<file path="src/hw/rtl/et_pkg.sv">
// et_pkg: shared types and constants of the expression tokenizer.
// Token record, the batch handed from the lexer to the output queue, token codes.
// No dependencies.
`default_nettype none
package et_pkg;

  localparam logic [12:0] MAX_LENGTH = 13'd4096;
  localparam logic [3:0]  MAX_LEVEL  = 4'd15;
  localparam int          QDEPTH     = 8;
  localparam int          QAW        = $clog2(QDEPTH);

  localparam logic [2:0] K_END  = 3'd0;
  localparam logic [2:0] K_LIT  = 3'd1;
  localparam logic [2:0] K_NAME = 3'd2;
  localparam logic [2:0] K_SYM  = 3'd3;
  localparam logic [2:0] K_TAB  = 3'd4;
  localparam logic [2:0] K_ERR  = 3'd5;

  localparam logic [2:0] L_NONE  = 3'd0;
  localparam logic [2:0] L_NIL   = 3'd1;
  localparam logic [2:0] L_FALSE = 3'd2;
  localparam logic [2:0] L_TRUE  = 3'd3;
  localparam logic [2:0] L_NUM   = 3'd4;
  localparam logic [2:0] L_QSTR  = 3'd5;
  localparam logic [2:0] L_LSTR  = 3'd6;

  localparam logic [1:0] C_NONE = 2'd0;
  localparam logic [1:0] C_BRK  = 2'd1;
  localparam logic [1:0] C_BIN  = 2'd2;
  localparam logic [1:0] C_UN   = 2'd3;

  localparam logic [4:0] OP_NONE   = 5'd0;
  localparam logic [4:0] OP_LP     = 5'd1;
  localparam logic [4:0] OP_RP     = 5'd2;
  localparam logic [4:0] OP_LB     = 5'd3;
  localparam logic [4:0] OP_RB     = 5'd4;
  localparam logic [4:0] OP_DOT    = 5'd5;
  localparam logic [4:0] OP_LC     = 5'd6;
  localparam logic [4:0] OP_RC     = 5'd7;
  localparam logic [4:0] OP_COMMA  = 5'd8;
  localparam logic [4:0] OP_ASSIGN = 5'd9;
  localparam logic [4:0] OP_PLUS   = 5'd10;
  localparam logic [4:0] OP_MINUS  = 5'd11;
  localparam logic [4:0] OP_MUL    = 5'd12;
  localparam logic [4:0] OP_DIV    = 5'd13;
  localparam logic [4:0] OP_POW    = 5'd14;
  localparam logic [4:0] OP_MOD    = 5'd15;
  localparam logic [4:0] OP_LT     = 5'd16;
  localparam logic [4:0] OP_GT     = 5'd17;
  localparam logic [4:0] OP_LE     = 5'd18;
  localparam logic [4:0] OP_GE     = 5'd19;
  localparam logic [4:0] OP_EQ     = 5'd20;
  localparam logic [4:0] OP_NE     = 5'd21;
  localparam logic [4:0] OP_CONCAT = 5'd22;
  localparam logic [4:0] OP_LEN    = 5'd23;
  localparam logic [4:0] OP_AND    = 5'd24;
  localparam logic [4:0] OP_OR     = 5'd25;
  localparam logic [4:0] OP_NOT    = 5'd26;
  localparam logic [4:0] OP_TILDE  = 5'd27;

  typedef struct packed {
    logic [2:0]  kind;
    logic [2:0]  lit;
    logic [1:0]  cls;
    logic [4:0]  op;
    logic [11:0] start;
    logic [12:0] len;
    logic        last;
  } token_t;

  typedef struct packed {
    logic             wr;
    logic [1:0]       cnt;
    token_t [2:0]     tok;
  } tok_batch_t;

endpackage
`default_nettype wire

</file>
<file path="src/hw/rtl/et_front.sv">
// et_front: character lexer; classifies each accepted character and
// produces up to three finished tokens per request. Depends on et_pkg.
`default_nettype none
module et_front (
  input  wire logic              clk,
  input  wire logic              rst,
  input  wire logic              fire,
  input  wire logic [7:0]        char_in,
  output et_pkg::tok_batch_t     batch
);

  typedef enum logic [3:0] {
    M_IDLE, M_OP, M_NAME, M_INT, M_FRAC, M_EXPS, M_EXPSIGN, M_EXPD,
    M_SQ, M_DQ, M_SQESC, M_DQESC, M_LOPEN, M_LBODY, M_LCLOSE
  } mode_t;

  mode_t       mode, mode_next;
  logic [12:0] pos, pos_next;
  logic [12:0] tok_begin, tok_begin_next;
  logic [4:0]  held, held_next;
  logic [3:0]  lvl, lvl_next;
  logic [3:0]  cc, cc_next;
  logic [2:0]  nf, nf_next;
  logic [39:0] pre, pre_next;
  logic [2:0]  wl, wl_next;
  logic        skip, skip_next;

  function automatic et_pkg::token_t mk(logic [2:0] k, logic [2:0] l, logic [1:0] s,
                                        logic [4:0] o, logic [12:0] st, logic [12:0] ln);
    et_pkg::token_t t;
    t.kind = k; t.lit = l; t.cls = s; t.op = o;
    t.start = st[11:0]; t.len = ln; t.last = 1'b0;
    return t;
  endfunction

  function automatic logic is_dig(logic [7:0] ch);
    return ch inside {["0":"9"]};
  endfunction

  function automatic logic is_alp(logic [7:0] ch);
    return ch inside {["a":"z"], ["A":"Z"]};
  endfunction

  function automatic logic is_xd(logic [7:0] ch);
    return ch inside {["0":"9"], ["a":"f"], ["A":"F"]};
  endfunction

  always_comb begin
    et_pkg::token_t [2:0] tv;
    logic [1:0]  n;
    logic        do_start;
    logic        err;
    logic        fin;
    logic        hold_op;
    logic        hex, dig, expc;
    logic [7:0]  c;
    logic [7:0]  delim;
    logic [12:0] perr;
    mode_next = mode; pos_next = pos; tok_begin_next = tok_begin; held_next = held;
    lvl_next = lvl; cc_next = cc; nf_next = nf; pre_next = pre; wl_next = wl;
    skip_next = skip;
    tv = '0; n = 2'd0; do_start = 1'b0; err = 1'b0; fin = 1'b0; hold_op = 1'b0;
    c = char_in;
    delim = (mode == M_SQ) ? 8'h27 : 8'h22;
    hex = nf[0];
    dig = hex ? is_xd(c) : is_dig(c);
    expc = hex ? (c == "p" || c == "P") : (c == "e" || c == "E");
    perr = (pos >= et_pkg::MAX_LENGTH) ? (et_pkg::MAX_LENGTH - 13'd1) : pos;
    if (skip) begin
      if (c == 8'd0) begin
        skip_next = 1'b0;
        mode_next = M_IDLE;
        pos_next = '0;
      end
    end else begin
      if (c != 8'd0 && pos >= et_pkg::MAX_LENGTH) begin
        err = 1'b1;
      end else begin
        case (mode)
          M_OP: begin
            mode_next = M_IDLE;
            case (held)
              et_pkg::OP_LT, et_pkg::OP_GT, et_pkg::OP_ASSIGN: begin
                if (c == "=") begin
                  tv[n] = mk(et_pkg::K_SYM, et_pkg::L_NONE, et_pkg::C_BIN,
                             (held == et_pkg::OP_LT) ? et_pkg::OP_LE :
                             (held == et_pkg::OP_GT) ? et_pkg::OP_GE : et_pkg::OP_EQ,
                             tok_begin, 13'd2);
                  n = n + 2'd1;
                end else begin
                  if (held == et_pkg::OP_ASSIGN)
                    tv[n] = mk(et_pkg::K_TAB, et_pkg::L_NONE, et_pkg::C_NONE,
                               et_pkg::OP_ASSIGN, tok_begin, 13'd1);
                  else
                    tv[n] = mk(et_pkg::K_SYM, et_pkg::L_NONE, et_pkg::C_BIN,
                               held, tok_begin, 13'd1);
                  n = n + 2'd1;
                  do_start = 1'b1;
                end
              end
              et_pkg::OP_TILDE: begin
                if (c == "=") begin
                  tv[n] = mk(et_pkg::K_SYM, et_pkg::L_NONE, et_pkg::C_BIN,
                             et_pkg::OP_NE, tok_begin, 13'd2);
                  n = n + 2'd1;
                end else begin
                  err = 1'b1;
                end
              end
              et_pkg::OP_LB: begin
                if (c == "[") begin
                  mode_next = M_LBODY;
                  lvl_next = '0;
                  tok_begin_next = pos + 13'd1;
                end else if (c == "=") begin
                  mode_next = M_LOPEN;
                  lvl_next = 4'd1;
                end else begin
                  tv[n] = mk(et_pkg::K_SYM, et_pkg::L_NONE, et_pkg::C_BRK,
                             et_pkg::OP_LB, tok_begin, 13'd1);
                  n = n + 2'd1;
                  do_start = 1'b1;
                end
              end
              et_pkg::OP_DOT: begin
                if (c == ".") begin
                  mode_next = M_OP;
                  held_next = et_pkg::OP_CONCAT;
                end else if (is_dig(c)) begin
                  mode_next = M_FRAC;
                  nf_next = '0;
                end else begin
                  tv[n] = mk(et_pkg::K_SYM, et_pkg::L_NONE, et_pkg::C_BRK,
                             et_pkg::OP_DOT, tok_begin, 13'd1);
                  n = n + 2'd1;
                  do_start = 1'b1;
                end
              end
              et_pkg::OP_CONCAT: begin
                if (c == ".") begin
                  err = 1'b1;
                end else begin
                  tv[n] = mk(et_pkg::K_SYM, et_pkg::L_NONE, et_pkg::C_BIN,
                             et_pkg::OP_CONCAT, tok_begin, 13'd2);
                  n = n + 2'd1;
                  do_start = 1'b1;
                end
              end
              default: do_start = 1'b1;
            endcase
          end
          M_NAME: begin
            if (c == "_" || is_alp(c) || is_dig(c)) begin
              if (wl < 3'd5) pre_next = {pre[31:0], c};
              if (wl < 3'd6) wl_next = wl + 3'd1;
            end else begin
              if (wl == 3'd3 && pre == 40'h6E696C)
                tv[n] = mk(et_pkg::K_LIT, et_pkg::L_NIL, et_pkg::C_NONE, et_pkg::OP_NONE,
                           tok_begin, pos - tok_begin);
              else if (wl == 3'd5 && pre == 40'h66616C7365)
                tv[n] = mk(et_pkg::K_LIT, et_pkg::L_FALSE, et_pkg::C_NONE,
                           et_pkg::OP_NONE, tok_begin, pos - tok_begin);
              else if (wl == 3'd4 && pre == 40'h74727565)
                tv[n] = mk(et_pkg::K_LIT, et_pkg::L_TRUE, et_pkg::C_NONE,
                           et_pkg::OP_NONE, tok_begin, pos - tok_begin);
              else if (wl == 3'd3 && pre == 40'h616E64)
                tv[n] = mk(et_pkg::K_SYM, et_pkg::L_NONE, et_pkg::C_BIN, et_pkg::OP_AND,
                           tok_begin, pos - tok_begin);
              else if (wl == 3'd2 && pre == 40'h6F72)
                tv[n] = mk(et_pkg::K_SYM, et_pkg::L_NONE, et_pkg::C_BIN, et_pkg::OP_OR,
                           tok_begin, pos - tok_begin);
              else if (wl == 3'd3 && pre == 40'h6E6F74)
                tv[n] = mk(et_pkg::K_SYM, et_pkg::L_NONE, et_pkg::C_UN, et_pkg::OP_NOT,
                           tok_begin, pos - tok_begin);
              else
                tv[n] = mk(et_pkg::K_NAME, et_pkg::L_NONE, et_pkg::C_NONE,
                           et_pkg::OP_NONE, tok_begin, pos - tok_begin);
              n = n + 2'd1;
              do_start = 1'b1;
            end
          end
          M_INT: begin
            if (nf[1] && (c == "x" || c == "X")) begin
              nf_next = 3'b001;
            end else begin
              nf_next = nf & 3'b101;
              if (dig) begin
              end else if (c == ".") mode_next = M_FRAC;
              else if (expc) mode_next = M_EXPS;
              else fin = 1'b1;
            end
          end
          M_FRAC: begin
            if (dig) begin
            end else if (expc) mode_next = M_EXPS;
            else fin = 1'b1;
          end
          M_EXPS: begin
            if (c == "+" || c == "-") begin
              mode_next = M_EXPSIGN;
              nf_next = (c == "-") ? (nf | 3'b100) : (nf & 3'b011);
            end else if (is_dig(c)) mode_next = M_EXPD;
            else fin = 1'b1;
          end
          M_EXPSIGN: begin
            if (is_dig(c)) begin
              mode_next = M_EXPD;
            end else begin
              tv[n] = mk(et_pkg::K_LIT, et_pkg::L_NUM, et_pkg::C_NONE, et_pkg::OP_NONE,
                         tok_begin, pos - 13'd1 - tok_begin);
              n = n + 2'd1;
              tv[n] = mk(et_pkg::K_SYM, et_pkg::L_NONE, et_pkg::C_BIN,
                         nf[2] ? et_pkg::OP_MINUS : et_pkg::OP_PLUS, pos - 13'd1, 13'd1);
              n = n + 2'd1;
              do_start = 1'b1;
            end
          end
          M_EXPD: begin
            if (!is_dig(c)) fin = 1'b1;
          end
          M_SQ, M_DQ: begin
            if (c == 8'd0) err = 1'b1;
            else if (c == delim) begin
              mode_next = M_IDLE;
              tv[n] = mk(et_pkg::K_LIT, et_pkg::L_QSTR, et_pkg::C_NONE, et_pkg::OP_NONE,
                         tok_begin, pos - tok_begin);
              n = n + 2'd1;
            end else if (c == "\\") begin
              mode_next = (mode == M_SQ) ? M_SQESC : M_DQESC;
            end
          end
          M_SQESC, M_DQESC: begin
            if (c == 8'd0) err = 1'b1;
            else mode_next = (mode == M_SQESC) ? M_SQ : M_DQ;
          end
          M_LOPEN: begin
            if (c == "=" && lvl < et_pkg::MAX_LEVEL) lvl_next = lvl + 4'd1;
            else if (c == "[") begin
              mode_next = M_LBODY;
              cc_next = '0;
              tok_begin_next = pos + 13'd1;
            end else err = 1'b1;
          end
          M_LBODY: begin
            if (c == 8'd0) err = 1'b1;
            else if (c == "]") begin
              mode_next = M_LCLOSE;
              cc_next = '0;
            end
          end
          M_LCLOSE: begin
            if (c == 8'd0) err = 1'b1;
            else if (c == "=" && cc < lvl) cc_next = cc + 4'd1;
            else if (c == "]" && cc == lvl) begin
              mode_next = M_IDLE;
              tv[n] = mk(et_pkg::K_LIT, et_pkg::L_LSTR, et_pkg::C_NONE, et_pkg::OP_NONE,
                         tok_begin, pos - {9'd0, lvl} - 13'd1 - tok_begin);
              n = n + 2'd1;
            end else if (c == "]") cc_next = '0;
            else mode_next = M_LBODY;
          end
          default: do_start = 1'b1;
        endcase
      end
      if (fin) begin
        tv[n] = mk(et_pkg::K_LIT, et_pkg::L_NUM, et_pkg::C_NONE, et_pkg::OP_NONE,
                   tok_begin, pos - tok_begin);
        n = n + 2'd1;
        do_start = 1'b1;
      end
      if (do_start) begin
        mode_next = M_IDLE;
        case (c)
          8'd0: begin
            tv[n] = mk(et_pkg::K_END, et_pkg::L_NONE, et_pkg::C_NONE, et_pkg::OP_NONE,
                       13'd0, 13'd0);
            n = n + 2'd1;
          end
          "(", ")", "]", "+", "-", "*", "/", "^", "%", "#": begin
            case (c)
              "(": tv[n] = mk(et_pkg::K_SYM, 3'd0, et_pkg::C_BRK, et_pkg::OP_LP, pos, 13'd1);
              ")": tv[n] = mk(et_pkg::K_SYM, 3'd0, et_pkg::C_BRK, et_pkg::OP_RP, pos, 13'd1);
              "]": tv[n] = mk(et_pkg::K_SYM, 3'd0, et_pkg::C_BRK, et_pkg::OP_RB, pos, 13'd1);
              "+": tv[n] = mk(et_pkg::K_SYM, 3'd0, et_pkg::C_BIN, et_pkg::OP_PLUS, pos, 13'd1);
              "-": tv[n] = mk(et_pkg::K_SYM, 3'd0, et_pkg::C_BIN, et_pkg::OP_MINUS, pos, 13'd1);
              "*": tv[n] = mk(et_pkg::K_SYM, 3'd0, et_pkg::C_BIN, et_pkg::OP_MUL, pos, 13'd1);
              "/": tv[n] = mk(et_pkg::K_SYM, 3'd0, et_pkg::C_BIN, et_pkg::OP_DIV, pos, 13'd1);
              "^": tv[n] = mk(et_pkg::K_SYM, 3'd0, et_pkg::C_BIN, et_pkg::OP_POW, pos, 13'd1);
              "%": tv[n] = mk(et_pkg::K_SYM, 3'd0, et_pkg::C_BIN, et_pkg::OP_MOD, pos, 13'd1);
              default: tv[n] = mk(et_pkg::K_SYM, 3'd0, et_pkg::C_UN, et_pkg::OP_LEN, pos, 13'd1);
            endcase
            n = n + 2'd1;
          end
          "{", "}", ",": begin
            tv[n] = mk(et_pkg::K_TAB, et_pkg::L_NONE, et_pkg::C_NONE,
                       (c == "{") ? et_pkg::OP_LC : (c == "}") ? et_pkg::OP_RC :
                       et_pkg::OP_COMMA, pos, 13'd1);
            n = n + 2'd1;
          end
          "<": begin held_next = et_pkg::OP_LT; hold_op = 1'b1; end
          ">": begin held_next = et_pkg::OP_GT; hold_op = 1'b1; end
          "=": begin held_next = et_pkg::OP_ASSIGN; hold_op = 1'b1; end
          "~": begin held_next = et_pkg::OP_TILDE; hold_op = 1'b1; end
          "[": begin held_next = et_pkg::OP_LB; hold_op = 1'b1; end
          ".": begin held_next = et_pkg::OP_DOT; hold_op = 1'b1; end
          8'h27: begin mode_next = M_SQ; tok_begin_next = pos + 13'd1; end
          8'h22: begin mode_next = M_DQ; tok_begin_next = pos + 13'd1; end
          default: begin
            if (c == " " || (c >= 8'd9 && c <= 8'd13)) begin
            end else if (is_dig(c)) begin
              mode_next = M_INT;
              nf_next = (c == "0") ? 3'b010 : 3'b000;
              tok_begin_next = pos;
            end else if (c == "_" || is_alp(c)) begin
              mode_next = M_NAME;
              pre_next = {32'd0, c};
              wl_next = 3'd1;
              tok_begin_next = pos;
            end else begin
              err = 1'b1;
            end
          end
        endcase
        if (hold_op) begin
          mode_next = M_OP;
          tok_begin_next = pos;
        end
      end
      if (err) begin
        mode_next = M_IDLE;
        skip_next = (c != 8'd0);
        tv[n] = mk(et_pkg::K_ERR, et_pkg::L_NONE, et_pkg::C_NONE, et_pkg::OP_NONE,
                   perr, 13'd0);
        n = n + 2'd1;
      end
      if (c == 8'd0) begin
        pos_next = '0;
        mode_next = M_IDLE;
      end else if (pos < et_pkg::MAX_LENGTH) begin
        pos_next = pos + 13'd1;
      end
    end
    if (n != 2'd0) tv[n - 2'd1].last = 1'b1;
    batch.wr = fire;
    batch.cnt = n;
    batch.tok = tv;
  end

  always_ff @(posedge clk) begin
    if (rst) begin
      mode <= M_IDLE; pos <= '0; tok_begin <= '0; held <= '0; lvl <= '0; cc <= '0;
      nf <= '0; pre <= '0; wl <= '0; skip <= 1'b0;
    end else if (fire) begin
      mode <= mode_next; pos <= pos_next; tok_begin <= tok_begin_next; held <= held_next;
      lvl <= lvl_next; cc <= cc_next; nf <= nf_next; pre <= pre_next; wl <= wl_next;
      skip <= skip_next;
    end
  end

endmodule
`default_nettype wire

</file>
<file path="src/hw/rtl/et_queue.sv">
// et_queue: token queue between lexer and result port; takes up to three
// tokens per cycle, gives one. Depends on et_pkg.
`default_nettype none
module et_queue (
  input  wire logic               clk,
  input  wire logic               rst,
  input  et_pkg::tok_batch_t      batch,
  input  wire logic               pop,
  output logic                    full,
  output logic                    empty,
  output et_pkg::token_t          head
);

  et_pkg::token_t mem [et_pkg::QDEPTH];
  logic [et_pkg::QAW-1:0] wptr, rptr;
  logic [et_pkg::QAW:0]   count;
  logic                   rd;
  logic [et_pkg::QAW:0]   wcnt;

  assign empty = (count == '0);
  assign full  = (count > (et_pkg::QAW+1)'(et_pkg::QDEPTH - 3));
  assign head  = mem[rptr];
  assign rd    = pop && !empty;
  assign wcnt  = batch.wr ? (et_pkg::QAW+1)'(batch.cnt) : '0;

  always_ff @(posedge clk) begin
    for (int i = 0; i < 3; i++) begin
      if (batch.wr && i < int'(batch.cnt))
        mem[wptr + et_pkg::QAW'(i)] <= batch.tok[i];
    end
  end

  always_ff @(posedge clk) begin
    if (rst) begin
      wptr <= '0;
      rptr <= '0;
      count <= '0;
    end else begin
      wptr <= wptr + wcnt[et_pkg::QAW-1:0];
      if (rd) rptr <= rptr + 1'b1;
      count <= count + wcnt - (et_pkg::QAW+1)'(rd);
    end
  end

endmodule
`default_nettype wire

</file>
<file path="src/hw/rtl/expression_tokenizer.sv">
// expression_tokenizer: top level; lexer front end feeding a token queue.
// Depends on et_pkg, et_front, et_queue.
//
// Usage: characters enter on char_in; a request is taken when push is high
// and full is low. A zero character ends the expression. Tokens leave in
// order on the result ports while empty is low; pop takes the oldest one.
// Each character yields zero to three tokens; last_of_run marks the final
// token of one character.
// Each token is registered into the queue when the character that ends it is taken.
// Throughput: one character per cycle while full is low; the output drains
// one token per cycle while pop is high, through an eight-entry queue, and
// full rises when fewer than three entries are free.
// Reset (rst, synchronous) clears lexer state and empties the queue.
// When the receiver stalls, tokens wait in the queue and full rises once it
// holds six; characters are then held off until pops free space.
`default_nettype none
module expression_tokenizer (
  input  wire logic        clk,
  input  wire logic        rst,
  input  wire logic        push,
  output logic             full,
  input  wire logic [7:0]  char_in,
  output logic             empty,
  input  wire logic        pop,
  output logic [2:0]       token_kind,
  output logic [2:0]       literal_kind,
  output logic [1:0]       symbol_class,
  output logic [4:0]       operator_code,
  output logic [11:0]      value_start,
  output logic [12:0]      value_length,
  output logic             last_of_run
);

  et_pkg::tok_batch_t batch;
  et_pkg::token_t     head;
  logic               fire;

  assign fire = push && !full;

  et_front u_front (
    .clk     (clk),
    .rst     (rst),
    .fire    (fire),
    .char_in (char_in),
    .batch   (batch)
  );

  et_queue u_queue (
    .clk   (clk),
    .rst   (rst),
    .batch (batch),
    .pop   (pop),
    .full  (full),
    .empty (empty),
    .head  (head)
  );

  assign token_kind    = head.kind;
  assign literal_kind  = head.lit;
  assign symbol_class  = head.cls;
  assign operator_code = head.op;
  assign value_start   = head.start;
  assign value_length  = head.len;
  assign last_of_run   = head.last;

endmodule
`default_nettype wire

</file>
<file path="config.mk">
export PLATFORM = sky130hd
export DESIGN_NAME = expression_tokenizer
export DESIGN_NICKNAME = d
export VERILOG_FILES = /design/src/hw/rtl/et_pkg.sv /design/src/hw/rtl/et_front.sv /design/src/hw/rtl/et_queue.sv /design/src/hw/rtl/expression_tokenizer.sv
export SDC_FILE = /design/constraint.sdc
export NUM_CORES = 1
export LEC_CHECK = 0
export BUFFER_PORTS_ARGS = -buffer_cell sky130_fd_sc_hd__buf_2
export CAP_MARGIN = 20
export CORE_ASPECT_RATIO = 0.8
export CORE_UTILIZATION = 60
export CTS_BUF_LIST = sky130_fd_sc_hd__clkbuf_4
export DETAILED_ROUTE_END_ITERATION = 10
export PLACE_DENSITY = 0.82
export SYNTH_ARGS = -nofsm -noshare
export SYNTH_HDL_FRONTEND = slang
export SYNTH_SLANG_ARGS = --single-unit
</file>
<file path="constraint.sdc">
create_clock -name clk -period 24.6 [get_ports clk]
set_input_delay 6.15 -clock clk [delete_from_list [all_inputs] [get_ports clk]]
set_output_delay 6.15 -clock clk [all_outputs]
set_load 0.02 [all_outputs]
</file>
== After elaboration in Yosys (flattened, before gate mapping) ==
Memories as Yosys holds them, arrays and structs flattened. A register that Yosys moved wholly into a read port is not among the register bits.
Index checks and enable logic that the tools add are counted.

* Memories: 1
* Bits in registers: 100
* Word-level logic and storage cells: 449
* Bits of input ports: 12
* Output and inout bits: 41
* Memory bits (writable): 312

{| class="wikitable"
|+ Memories
! memory !! depth !! width !! rd ports !! clocked after Yosys merged registers in !! write ports !! line !! text
|-
| u_queue.mem || 8 || 39 || 1 || 1 || 3 || et_queue.sv:14 || <nowiki>et_pkg::token_t mem [et_pkg::QDEPTH];</nowiki>
|}

* Equal/unequal tests: 83
* Add/subtract/negate cells: 20
* Reductions and logical operators: 63
* Mux-type cells: 237
* Order comparisons: 28
* Bitwise operators: 4

{| class="wikitable"
|+ Operators by type and width
! cell !! count
|-
| 117-bit bitwise mux || 14
|-
| 117-bit one-hot mux with 9 select lines || 1
|-
| 117-bit 2-to-1 mux || 7
|-
| 39-bit 2-to-1 mux || 16
|-
| 39-bit one-hot mux with 5 select lines || 2
|-
| 40-bit 2-to-1 mux || 9
|-
| 117-bit one-hot mux with 3 select lines || 1
|-
| 39-bit demux with 2-bit select || 4
|-
| 38-bit 2-to-1 mux || 5
|-
| 13-bit 2-to-1 mux || 13
|-
| 4-bit 2-to-1 mux || 39
|-
| 78-bit 2-to-1 mux || 2
|-
| 8-bit by 6-bit == test with 1-bit output (second input constant) || 17
|-
| 40-bit by 23-bit == test with 1-bit output (second input constant) || 3
|-
| 117-bit AND || 1
|-
| 117-bit NOT || 1
|-
| 8-bit by 7-bit == test with 1-bit output (second input constant) || 14
|-
| 37-bit 2-to-1 mux || 3
|-
| 77-bit 2-to-1 mux || 1
|-
| 3-bit 2-to-1 mux || 25
|-
| 1-bit 2-to-1 mux || 53
|-
| 13-bit one-hot mux with 2 select lines || 2
|-
| 40-bit by 15-bit == test with 1-bit output (second input constant) || 1
|-
| 40-bit by 31-bit == test with 1-bit output (second input constant) || 1
|-
| other kinds (88) || 200
|}

== Logic depth before layout (Yosys ltp) ==
* Depth in word-level cells: 26
* Mapped depth: 26

== Modules after synthesis ==
A second synthesis with hierarchy kept.

* Cell total of the unflattened synthesis: 3658
* Area total of the unflattened synthesis: 30710.7 um^2

{| class="wikitable"
|+ By module, submodules not included
! module !! area each (um^2) !! cells each !! times used
|-
| et_queue || 19363.6 || 2076 || 1
|-
| et_front || 11333.4 || 1581 || 1
|-
| expression_tokenizer || 13.8 || 1 || 1
|}

== Least setup slack after synthesis ==
Ideal clock, no wire load.

* Path kind: input port to flip-flop
* From: input port char_in[4]
* To: memory u_queue.mem[3][0] in the netlist's numbering (enable)
* Slack: 11047 ps
* Path buffers: 4
* Setup time: 490 ps
* Data arrival time: 13063 ps
* Cell stages on the path: 22
* Cell sequence: buf_2 > or4b_1 > buf_2 > nor3_2 > nand4_1 > and2_1 > buf_2 > a41oi_2 > inv_1 > ha_1 > o21ai_0 > inv_1 > ha_1 > o211ai_2 > and2_1 > inv_1 > ha_1 > a21o_1 > buf_2 > a311oi_1 > nand2_1 > o21ai_0

{| class="wikitable"
|+ RTL lines
! element !! line !! text
|-
| start, declared || expression_tokenizer.sv:22 || <nowiki>input wire logic [7:0] char_in,</nowiki>
|-
| end, declared || et_queue.sv:14 ||
|}

==> results.toml <==
[status]
status = "finished clean"

[yosys]
synth_cells = 3031
yosysSeqAreaShare_pct = 38.7
yosysWarnings = 0
synth_nets = 3128
post_synth.cell_area_avg_sq_um = 9.74
synth-seq-cells = 415
synth_edf_count = 312
ys.flop_type = "edfxtp_1"
synth_top_family_by_area = "compound AO/OA/AOI/OAI gates"
yosys.area_share.adder_pct = 3.84
synth-simple-area-share_pct = 16.2
synth_xor_area_share_pct = 2.23
synth-compound-area-share_pct = 18.6
ys_async_sr_fraction_pct = 0
syn_area_sq_um = 29500
synth_cell_type_count = 111
synthMuxAreaShare_pct = 15.5

[setup_path]
slowest_delay_ps = 730
end_kind = "flip-flop"
worstPathRequired_ps = 25100
arrival_ps = 13920
crit_path_max_fanout = 47
path_class = "input pin to flip-flop"
start_kind = "input pin"
cpMaxStageDelayCell = "nand4_2"
cp_cell_sequence = "buf_2 -> nor4_1 -> nand2_1 -> nand2_1 -> nand2_1 -> a41oi_2 -> inv_1 -> ha_1 -> o21ai_0 -> inv_1 -> ha_1 -> o211ai_2 -> and2_1 -> inv_1 -> ha_1 -> o21ai_1 -> nand4_2 -> nor4_4 -> buf_4 -> nand2b_1 -> o21bai_4 -> buf_4"

[floorplanning]
row_count = 72
dieHeight_um = 200
initial_core_util_pct = 60.9
die_w_um = 250
ios = 53
dieArea_sq_um = 50100
core_sq_um = 48500

[timing]
fin_crit_sh_pct = 54.5
period_needed_ps = 13420
maxClockFrequency_ghz = 0.0745
setup_viol = 0
worst_pin_slew_ps = 1280
fin_worst_hold_slack_ps = 464
timing.setup.tns_ps = 0
hold_viol = 0
maxSlewHeadroom_pct = 14.6
skew_ps = 56.2
drv_slew = 0
rsz0062_at_grt = "no"

[global_route]
grt_antenna_before_repair = 3
grt_usage_pct = 42.8
grt_pass1_vias = 25500
grt_pass1_wl_mm = 161
grt-ovfl-total = 0
grt_start_max_net_pins = 69

[clock_tree]
post-cts-setup-buffers = 0
clk_pin_slew_ps = 70
cts_resized = 0
clockBufferDepth = 3
clk_latency_ps = 900
cts_sinks = 415
cts_buffers = 102
cts-root-buf = "clkbuf_4"
cts_tree = "yes"
cts-htree-levels = 3
cts_hold_buf = 0

[final_layout]
drive_gt1_share_pct = 16.8
final_cell_mix = "edfxtp_1 (312), nor2_1 (291), a21oi_1 (235)"
final_area_sq_um = 31700
post-route-util_pct = 65.4
num-fill-cells = 3758
layout_commonest_cell = "edfxtp_1"
num-nets-final = 3136
area_delta_synth_final_pct = 7.32

[routing]
drtPass1Iterations = 8
via_per_inst = 7.26
routed_wl_mm = 109
ant_nets = 0
post-route-drc-count = 0
vias = 27200
wl_per_cell_um = 29.0
drtIter0Drc = 4364

[worst_hold_path]
hold_class = "flip-flop to flip-flop"

[pwr]
p_per_area_nw_per_um2 = 74.8
peakVddDrop_uv = 56.3
p_leak_uw = 0.0108

[placement]
post_dp_cell_area_sq_um = 30300
place_congestion = 1.21
dp_hpwl_mm = 75.4
io_buffers = 52

[run]
maxCapViolations = 0
==> worst paths after layout <==
kind,from,to,slack (ps),cells past startpoint
worst max-delay path,char_in[1],u_queue.mem[4][16]$_DFFE_PP_,11180,22
worst min register to register,u_front.pre[36]$_SDFFE_PP0P_,u_front.pre[36]$_SDFFE_PP0P_,460,2
worst min-delay path,u_front.pre[36]$_SDFFE_PP0P_,u_front.pre[36]$_SDFFE_PP0P_,460,2
worst max register to register,u_front.lvl[2]$_SDFFE_PP0P_,u_queue.mem[4][16]$_DFFE_PP_,16700,22
==> metrics by stage <==
step                      setup WS [ps]  instances  power [uW]
after floorplan                   11050       3031        1460
after global placement            10820       3552        1720
after detailed placement          10590       3553        1750
after CTS                         11500       3734        2330
after global routing              10760       3749        2450
final                             11180       3750        2370
==> kinds of logic (layout without fill, tap and decap cells) <==
kind of cell,Yosys count,count (layout)
simple gates,959,959
compound gates,817,817
buf+inv,329,414
other cells,0,5
xor+xnor,71,71
mux,354,354
fa+ha+maj,86,86
flops,415,415
==> power by group <==
group / switching [uW] / internal (uW)
logic: 581 / 333
registers: 49.7 / 811
clock network: 300 / 295
total: 930 / 1440
==> synthesized netlist by cell type (37+ instances only) <==
cell type | n | area, sq um
clkbuf_1 | 134 | 503
mux2i_1 | 221 | 2210
nor3_1 | 117 | 586
o22ai_1 | 78 | 488
nor2_1 | 292 | 1100
mux4_2 | 78 | 1760
a211oi_1 | 89 | 668
a21oi_1 | 235 | 1180
nand3_1 | 61 | 305
mux2_2 | 55 | 619
nand2_1 | 229 | 860
edfxtp_1 | 312 | 9370
buf_2 | 59 | 295
inv_1 | 84 | 315
dfxtp_1 | 103 | 2060
ha_1 | 77 | 963
a22oi_1 | 37 | 278
o21ai_0 | 125 | 626
xnor2_1 | 53 | 464
==> routing by layer <==
layer / vias up / global-route usage [%] / share of wire (%)
met5: - / 0 / 0
met2: 2260 / 62.5 / 43
met3: 295 / 12.9 / 15
met1: 13000 / 61.0 / 39
met4: 0 / 13.3 / 3.2
li1: 11600 / - / -
==> worst max-delay path: cells and delay by family <==
| family | cells | cell delay [ps] |
|---|---|---|
| AND/OR/NAND/NOR | 8 | 3800 |
| buffers and inverters | 6 | 1660 |
| AO/OA/AOI/OAI | 5 | 1300 |
| adder cells (fa/ha/maj) | 3 | 900 |
==> flip-flops by register name, summed over array words and instances, names as in the netlist, 4 cells and up, named ones only <==
signal,count
u_queue.mem,312
u_front.pre,40
u_front.pos,13
u_front.tok_begin,13
u_front.held,5
u_front.cc,4
u_front.lvl,4
u_front.mode,4
u_queue.count,4
==> layout make-up <==
type,count,area (sq um),area share (%)
antenna,5,12.5,0.0395
clock buffer,146,1100,3.46
clock inverter,35,206,0.652
inverter,90,338,1.07
multi-input combinational,2287,16800,53.2
sequential,415,11400,36.1
tap,629,787,2.48
timing repair buffer,143,955,3.01
Power figures use the tool's default switching activity.
